--- src/rtl/core/kms_pkg.sv ---
// shared types and constants for the k-way merge selector
package kms_pkg;

  localparam int VAL_W       = 32;
  localparam int IDX_W       = 4;
  localparam int CNT_W       = 5;
  localparam int MAX_STREAMS = 16;

  // candidate handed from cell to cell during a scan
  typedef struct packed {
    logic                    tok;
    logic                    found;
    logic signed [VAL_W-1:0] val;
    logic [IDX_W-1:0]        idx;
  } cand_t;

  // refill broadcast to all cells
  typedef struct packed {
    logic                    en;
    logic [IDX_W-1:0]        idx;
    logic signed [VAL_W-1:0] val;
    logic                    has;
  } wr_t;

  // head clear after a stream wins
  typedef struct packed {
    logic             en;
    logic [IDX_W-1:0] idx;
  } clr_t;

endpackage

--- src/rtl/core/kway_merge_select.sv ---
// top level of the k-way merge selector: control, output register, cell chain
//
//   channel  direction  handshake                      payload
//   in       input      in_valid / in_stall            stream_index, head_value, has_value
//   out      output     out_valid / out_stall          merged_value, refill_stream, finished
//   cfg      input      psel / penable / pwrite / pready  paddr, pwdata, prdata
//
// an item that leaves some stream in use unresolved goes from check back to idle
// an item that yields a finished word is loaded from check once the output is free; one
// that yields a merged word passes check, scan and emit, the scan set by the
// candidate walking the cell chain one cell per clock
// rst_n is synchronous; it clears all flags and sets stream_count to 1
// a result waits in the output register while the next item is accepted;
// the following result holds in the control until that register drains
module kway_merge_select #(
  parameter int STREAMS = 16
) (
  input  logic                             clk,
  input  logic                             rst_n,
  // input words
  input  logic                             in_valid,
  output logic                             in_stall,
  input  logic [kms_pkg::IDX_W-1:0]        in_stream_index,
  input  logic signed [kms_pkg::VAL_W-1:0] in_head_value,
  input  logic                             in_has_value,
  // result words
  output logic                             out_valid,
  input  logic                             out_stall,
  output logic signed [kms_pkg::VAL_W-1:0] out_merged_value,
  output logic [kms_pkg::IDX_W-1:0]        out_refill_stream,
  output logic                             out_finished,
  // configuration
  input  logic                             psel,
  input  logic                             penable,
  input  logic                             pwrite,
  input  logic [2:0]                       paddr,
  input  logic [31:0]                      pwdata,
  output logic [31:0]                      prdata,
  output logic                             pready
);
  import kms_pkg::*;

  // only the first sixteen streams are addressable
  localparam int CELLS = (STREAMS < MAX_STREAMS) ? STREAMS : MAX_STREAMS;
  localparam logic [CNT_W-1:0] LIM = CNT_W'(CELLS);

  localparam logic [1:0] S_IDLE  = 2'd0;  // waiting for an input word
  localparam logic [1:0] S_CHECK = 2'd1;  // readiness check on updated flags
  localparam logic [1:0] S_SCAN  = 2'd2;  // candidate walking the chain
  localparam logic [1:0] S_EMIT  = 2'd3;  // winner held until output frees

  localparam logic REG_COUNT = 1'b0;      // stream_count register index

  logic [1:0]              state_r, state_nxt;
  logic [CNT_W-1:0]        count_r, count_nxt;
  logic [CNT_W-1:0]        n_eff;
  logic [MAX_STREAMS-1:0]  used;
  logic [MAX_STREAMS-1:0]  present_vec;
  logic [MAX_STREAMS-1:0]  done_vec;
  logic                    all_ready;
  logic                    all_done;
  logic                    slot_free;
  logic                    in_acc;
  logic                    cfg_wr;

  logic signed [VAL_W-1:0] best_val_r, best_val_nxt;
  logic [IDX_W-1:0]        best_idx_r, best_idx_nxt;

  logic                    out_valid_r, out_valid_nxt;
  logic signed [VAL_W-1:0] out_val_r, out_val_nxt;
  logic [IDX_W-1:0]        out_idx_r, out_idx_nxt;
  logic                    out_fin_r, out_fin_nxt;
  logic                    load_res;
  logic                    load_fin;

  wr_t                     wr;
  clr_t                    clr_sel;
  logic                    clr_all;
  cand_t                   chain [0:CELLS];
  logic [CELLS-1:0]        tok_vec;

  // config register, apb write in the access phase
  assign pready = 1'b1;
  assign cfg_wr = psel && penable && pwrite && pready;
  assign count_nxt = (cfg_wr && (paddr[2] == REG_COUNT)) ? pwdata[CNT_W-1:0] : count_r;
  assign prdata = (paddr[2] == REG_COUNT) ? {{(32-CNT_W){1'b0}}, count_r} : 32'd0;

  // effective stream count clamped to 1..CELLS
  always_comb begin
    if (count_r == '0) begin
      n_eff = CNT_W'(1);
    end else if (count_r > LIM) begin
      n_eff = LIM;
    end else begin
      n_eff = count_r;
    end
  end

  always_comb begin
    for (int i = 0; i < MAX_STREAMS; i++) begin
      used[i] = (CNT_W'(i) < n_eff);
    end
  end

  assign all_ready = ((present_vec | done_vec) & used) == used;
  assign all_done  = (done_vec & used) == used;
  assign slot_free = !out_valid_r || !out_stall;

  // input accepted only while idle; indexes beyond the count change no stream flags
  assign in_stall = (state_r != S_IDLE);
  assign in_acc   = in_valid && !in_stall;

  assign wr.en  = in_acc && ({1'b0, in_stream_index} < n_eff);
  assign wr.idx = in_stream_index;
  assign wr.val = in_head_value;
  assign wr.has = in_has_value;

  // scan starts at the head of the chain
  assign chain[0].tok   = (state_r == S_CHECK) && all_ready && !all_done;
  assign chain[0].found = 1'b0;
  assign chain[0].val   = '0;
  assign chain[0].idx   = '0;

  genvar g;
  generate
    for (g = 0; g < CELLS; g++) begin : g_cell
      kms_cell #(
        .IDX (g)
      ) u_cell (
        .clk      (clk),
        .rst_n    (rst_n),
        .wr       (wr),
        .clr_sel  (clr_sel),
        .clr_all  (clr_all),
        .used     (used[g]),
        .cand_in  (chain[g]),
        .cand_out (chain[g+1]),
        .present  (present_vec[g]),
        .done     (done_vec[g])
      );
      assign tok_vec[g] = chain[g+1].tok;
    end
    for (g = CELLS; g < MAX_STREAMS; g++) begin : g_pad
      assign present_vec[g] = 1'b0;
      assign done_vec[g]    = 1'b0;
    end
  endgenerate

  // control sequencer
  always_comb begin
    state_nxt    = state_r;
    best_val_nxt = best_val_r;
    best_idx_nxt = best_idx_r;
    load_res     = 1'b0;
    load_fin     = 1'b0;
    unique case (state_r)
      S_IDLE: begin
        if (in_acc) begin
          state_nxt = S_CHECK;
        end
      end
      S_CHECK: begin
        if (!all_ready) begin
          state_nxt = S_IDLE;
        end else if (all_done) begin
          // every stream in use exhausted: finished word once output is free
          if (slot_free) begin
            load_fin  = 1'b1;
            state_nxt = S_IDLE;
          end
        end else begin
          state_nxt = S_SCAN;
        end
      end
      S_SCAN: begin
        if (chain[CELLS].tok) begin
          best_val_nxt = chain[CELLS].val;
          best_idx_nxt = chain[CELLS].idx;
          state_nxt    = S_EMIT;
        end
      end
      S_EMIT: begin
        if (slot_free) begin
          load_res  = 1'b1;
          state_nxt = S_IDLE;
        end
      end
      default: state_nxt = S_IDLE;
    endcase
  end

  assign clr_all     = load_fin;
  assign clr_sel.en  = load_res;
  assign clr_sel.idx = best_idx_r;

  // output register
  always_comb begin
    out_valid_nxt = out_valid_r;
    out_val_nxt   = out_val_r;
    out_idx_nxt   = out_idx_r;
    out_fin_nxt   = out_fin_r;
    if (load_res || load_fin) begin
      out_valid_nxt = 1'b1;
      out_val_nxt   = load_res ? best_val_r : '0;
      out_idx_nxt   = load_res ? best_idx_r : '0;
      out_fin_nxt   = load_fin;
    end else if (!out_stall) begin
      out_valid_nxt = 1'b0;
    end
  end

  always_ff @(posedge clk) begin
    if (!rst_n) begin
      state_r     <= S_IDLE;
      count_r     <= CNT_W'(1);
      out_valid_r <= 1'b0;
    end else begin
      state_r     <= state_nxt;
      count_r     <= count_nxt;
      out_valid_r <= out_valid_nxt;
    end
  end

  always_ff @(posedge clk) begin
    best_val_r <= best_val_nxt;
    best_idx_r <= best_idx_nxt;
    out_val_r  <= out_val_nxt;
    out_idx_r  <= out_idx_nxt;
    out_fin_r  <= out_fin_nxt;
  end

  assign out_valid         = out_valid_r;
  assign out_merged_value  = out_val_r;
  assign out_refill_stream = out_idx_r;
  assign out_finished      = out_fin_r;

  // at most one candidate is in flight along the chain
  a_one_token: assert property (@(posedge clk) disable iff (!rst_n)
    $onehot0(tok_vec))
    else $error("more than one scan token in the cell chain");

  // a finished word leaves every stream flag cleared
  a_fin_clears: assert property (@(posedge clk) disable iff (!rst_n)
    load_fin |=> (present_vec == '0) && (done_vec == '0))
    else $error("stream flags not cleared after finished word");

  // the winning stream still holds its head when emitted, and loses it after
  a_winner_head: assert property (@(posedge clk) disable iff (!rst_n)
    load_res |-> present_vec[best_idx_r] ##1 !present_vec[$past(best_idx_r)])
    else $error("emitted stream head missing or not cleared");

endmodule

--- src/rtl/core/kms_cell.sv ---
// one stream cell: holds a head, its flags, and one stage of the min scan
module kms_cell #(
  parameter int IDX = 0
) (
  input  logic          clk,
  input  logic          rst_n,
  input  kms_pkg::wr_t  wr,
  input  kms_pkg::clr_t clr_sel,
  input  logic          clr_all,
  input  logic          used,
  input  kms_pkg::cand_t cand_in,
  output kms_pkg::cand_t cand_out,
  output logic          present,
  output logic          done
);
  import kms_pkg::*;

  localparam logic [IDX_W-1:0] MY_IDX = IDX_W'(IDX);

  logic signed [VAL_W-1:0] head_r;
  logic                    present_r, present_nxt;
  logic                    done_r, done_nxt;
  cand_t                   cand_r, cand_nxt;
  logic                    wr_hit;
  logic                    take;

  assign wr_hit = wr.en && (wr.idx == MY_IDX);

  always_comb begin
    present_nxt = present_r;
    done_nxt    = done_r;
    if (clr_all) begin
      present_nxt = 1'b0;
      done_nxt    = 1'b0;
    end else if (wr_hit) begin
      present_nxt = wr.has;
      done_nxt    = !wr.has;
    end else if (clr_sel.en && (clr_sel.idx == MY_IDX)) begin
      present_nxt = 1'b0;
    end
  end

  // strict less-than keeps ties on the lower index
  assign take = cand_in.tok && present_r && used &&
                (!cand_in.found || (head_r < cand_in.val));

  always_comb begin
    cand_nxt = cand_in;
    if (take) begin
      cand_nxt.found = 1'b1;
      cand_nxt.val   = head_r;
      cand_nxt.idx   = MY_IDX;
    end
  end

  // only the token bit of the candidate needs a reset value
  always_ff @(posedge clk) begin
    if (!rst_n) begin
      present_r  <= 1'b0;
      done_r     <= 1'b0;
      cand_r.tok <= 1'b0;
    end else begin
      present_r  <= present_nxt;
      done_r     <= done_nxt;
      cand_r     <= cand_nxt;
    end
  end

  always_ff @(posedge clk) begin
    if (wr_hit && wr.has) begin
      head_r <= wr.val;
    end
  end

  assign cand_out = cand_r;
  assign present  = present_r;
  assign done     = done_r;

endmodule
--- config.mk ---
export PLATFORM = sky130hd
export DESIGN_NAME = kway_merge_select
export DESIGN_NICKNAME = d
export VERILOG_FILES = /design/src/rtl/core/kms_pkg.sv /design/src/rtl/core/kway_merge_select.sv /design/src/rtl/core/kms_cell.sv
export SDC_FILE = /design/constraint.sdc
export NUM_CORES = 2
export LEC_CHECK = 0
export ABC_AREA = 1
export BUFFER_PORTS_ARGS = -buffer_cell sky130_fd_sc_hd__clkbuf_2
export CAP_MARGIN = 20
export CORE_UTILIZATION = 35
export CTS_CLUSTER_SIZE = 8
export DETAILED_ROUTE_END_ITERATION = 10
export PLACE_DENSITY = 0.46
export SLEW_MARGIN = 20
export SYNTH_ARGS = -nofsm -noshare
export SYNTH_HDL_FRONTEND = slang
export SYNTH_SLANG_ARGS = --single-unit
--- constraint.sdc ---
create_clock -name clk -period 10.39 [get_ports clk]
set_input_delay 2.078 -clock clk [delete_from_list [all_inputs] [get_ports clk]]
set_output_delay 2.078 -clock clk [all_outputs]
set_load 0.1 [all_outputs]
==> impl_metrics.py <==
metrics = {
    "die": {
        "placementRows": 149,
        "ios": 151,
        "core-area_um2": 164800,
        "die_h_um": 409.2,
        "die_area_um2": 167400,
        "die_x_um": 409.2,
        "start_util_pct": 35.21,
    },
    "route": {
        "drc": 0,
        "dr.pass1.iters": 5,
        "vias_per_cell": 4.540,
        "drtIter0Drc": 1332,
        "routed_wirelength_um": 115700,
        "detail_route.wl_per_cell_um": 14.67,
        "ant_nets": 0,
        "route.vias.total": 35820,
    },
    "setup_path": {
        "end_kind": "output pin",
        "crit_path_cell_trace": "clkbuf_2, nor2_1, clkbuf_2",
        "worst-setup-path-type": "input port to output pin",
        "worstSetupStartpointType": "input port",
        "worstPathArrival_ps": 2770,
        "worstPathRequired_ps": 8310,
        "crit_path_max_fanout": 6,
        "cp_slowest_stage_delay_ps": 460,
        "worst_path_max_delay_cell": "clkbuf_2",
        "cpMostUsedCell": "clkbuf_2",
    },
    "global_routing": {
        "grt_pass1_wl_um": 188500,
        "grt_max_degree": 163,
        "grt_pass1_vias": 36840,
        "antenna_found_initial": 1,
        "grt.overflow.total": 0,
        "grt_use_total_pct": 14.01,
    },
    "clocking": {
        "insertion_delay_ps": 780,
        "hold_buffers": 0,
        "cts_tree": "done",
        "postCtsSetupBuffers": 0,
        "htree_levels": 4,
        "clockBufferDepth": 3,
        "cts_sinks": 1217,
        "cts_buffers": 170,
        "root_buffer": "clkbuf_16",
        "cts.repair.resized": 0,
        "clkTransAtPathRegs_ps": 50,
    },
    "sta": {
        "finalSetupViolations": 0,
        "worst_pin_slew_ps": 1010,
        "fin_skew_ps": 32.42,
        "final_hold_viol_count": 0,
        "slew_viol_final": 0,
        "rsz0062_at_grt": "false",
        "fin_crit_sh_pct": 46.70,
        "min_period_ps": 4852,
        "max_freq_mhz": 206.1,
        "maxSlewHeadroom_pct": 32.65,
        "fin_tns_setup_ps": 0,
    },
    "finish": {
        "drive_gt1_share_pct": 7.050,
        "layout.nets": 6218,
        "final_cells": 7891,
        "diodes": 0,
        "area_delta_synth_final_pct": 12.91,
    },
    "logic_synthesis": {
        "yosysWarnings": 0,
        "syn_area_um2": 58020,
        "netlist_top_cells_area": "edfxtp_1, nand2_1, ha_1",
        "ys_seq_area_share_pct": 62.02,
        "synth_top_cell_area_share_pct": 60.09,
        "yosysUniqueCellTypes": 39,
        "syn_area_per_cell_um2": 10.55,
        "ys_seq_elements": 1217,
        "syn_inst": 5497,
        "yosys.area.top_type": "edfxtp_1",
    },
    "power": {
        "power.total_mw": 11.07,
        "vdd_drop_max_mv": 0.1584,
        "power_density_nw_per_um2": 169.0,
        "cellLeakagePower_nw": 28.82,
    },
    "placed_design": {
        "placed_cells": 7688,
        "place_congestion": 0.8438,
        "hpwl_um": 84970,
        "placement.io_buffers": 93,
    },
    "job": {
        "drv_cap": 0,
    },
    "outcome": {
        "status": "completed",
    },
    "worst_hold_path": {
        "hold_path.class": "register to register",
    },
}
==> area by class of cell <==
type | count | area [µm²]
Inverter | 748 | 2808
Timing Repair Buffer | 160 | 1003
Sequential cell | 1217 | 35980
Multi-Input combinational cell | 3374 | 18420
Clock inverter | 9 | 91.34
Fill cell | 15860 | 99290
Tap cell | 2189 | 2739
Clock buffer | 194 | 4472
==> power by group <==
group	internal [mW]	switching, mW	leakage (nW)
registers	5.53	0.0582	11.5
clock network	2.97	1.93	2.23
logic	0.169	0.418	15.1
==> routing by layer <==
layer / vias up / part of all wire, % / GRT usage, %
met5: - / 0 / 0
met4: 0 / 2.7 / 5.018
met3: 235 / 3.7 / 2.763
met2: 529 / 49 / 24.66
met1: 16310 / 44 / 16.89
li1: 18750 / - / -
==> path summary, 6_finish.rpt <==
| check | slack, ps | start | end | cells past startpoint |
|---|---|---|---|---|
| worst max register to register | 6970 | count_r[4] | g_cell[1].u_cell.head_r[6] | 12 |
| worst min-delay path | 410 | g_cell[7].u_cell.cand_out[37] | g_cell[8].u_cell.cand_out[37] | 2 |
| worst min register to register | 410 | g_cell[7].u_cell.cand_out[37] | g_cell[8].u_cell.cand_out[37] | 2 |
| worst max-delay path | 5540 | paddr[2] | prdata[4] | 3 |
==> synth_stat cells <==
master and count:
o21ai_2 1, dfxtp_1 56, and3_1 5, nand3b_2 1, or2_1 1, nand2_2 1
o2111ai_1 1, a22oi_1 1, nand4_1 21, ha_1 468, nor2_4 2, nor2_2 11
nor3_2 2, inv_2 4, nor3_1 8, nand2_4 1, nor2_1 244, a21boi_0 11
or2_0 1, a31oi_2 1, nand3_1 557, nor4_1 30, a21oi_1 280, nand3b_1 1
buf_6 5, edfxtp_1 1161, nand2_1 1571, o21ai_1 1, or2_2 17, buf_2 39
clkbuf_1 91, inv_1 744, buf_4 49, o21ai_0 78, o21a_1 15, conb_1 2
o211ai_1 1, a21o_1 13, nand4_2 1
==> cell families (layout without fill, tap and decap cells) <==
group | after synthesis | count (layout) | share of synthesized area [%]
compound gates | 403 | 403 | 3.679
fa+ha+maj | 468 | 468 | 10.09
buf+inv | 932 | 1111 | 6.495
flops | 1217 | 1217 | 62.02
other cells | 2 | 28 | 0.01294
simple gates | 2475 | 2475 | 17.70
==> flip-flops by register name, indices dropped and copies added, names as in the netlist <==
signal and flops:
out_merged_value 32, g_cell.u_cell.present 16, g_cell.u_cell.head_r 512, out_refill_stream 4
state_r 2, best_val_r 32, out_finished 1, g_cell.u_cell.cand_out 592
best_idx_r 4, out_valid 1, count_r 5, g_cell.u_cell.done 16
==> stage by stage <==
step | util [%] | setup slack (ps) | hold WS, ps | cell area (µm²)
floorplan | - | 4981 | 400.3 | 58120
global placement | 36.98 | 5538 | 401.5 | 60940
detailed placement | 36.98 | 5534 | 404.5 | 60940
CTS | 39.75 | 5534 | 409.2 | 65510
global route | 39.75 | 5449 | 415.6 | 65510
finish | 39.75 | 5538 | 407.0 | 65510
==> worst max-delay path: cells and delay by family <==
family / cells / cell delay (ps)
buffers and inverters: 2 / 580
AND/OR/NAND/NOR: 1 / 110
==> cells in the final DEF (no fill, tap or decap), types with 2 or more instances in the layout <==
| master | count |
|---|---|
| nand2_1 | 1566 |
| and3_1 | 5 |
| inv_1 | 744 |
| o21ai_0 | 78 |
| a21boi_0 | 11 |
| clkbuf_2 | 92 |
| nor2_4 | 3 |
| o21a_1 | 15 |
| nor2_1 | 233 |
| nor3_2 | 3 |
| nand3_1 | 557 |
| edfxtp_1 | 1161 |
| nor4_1 | 30 |
| buf_4 | 65 |
| a21o_1 | 13 |
| a21oi_1 | 280 |
| nand4_1 | 21 |
| clkinv_8 | 3 |
| dfxtp_1 | 56 |
| ha_1 | 468 |
| or2_2 | 17 |
| nor3_1 | 7 |
| clkbuf_1 | 18 |
| nor2_2 | 21 |
| inv_2 | 4 |
| conb_1 | 28 |
| buf_12 | 2 |
| nand2_2 | 6 |
| clkbuf_16 | 176 |
| inv_6 | 4 |
| clkinv_1 | 2 |
(Power assumes the default switching activity.)
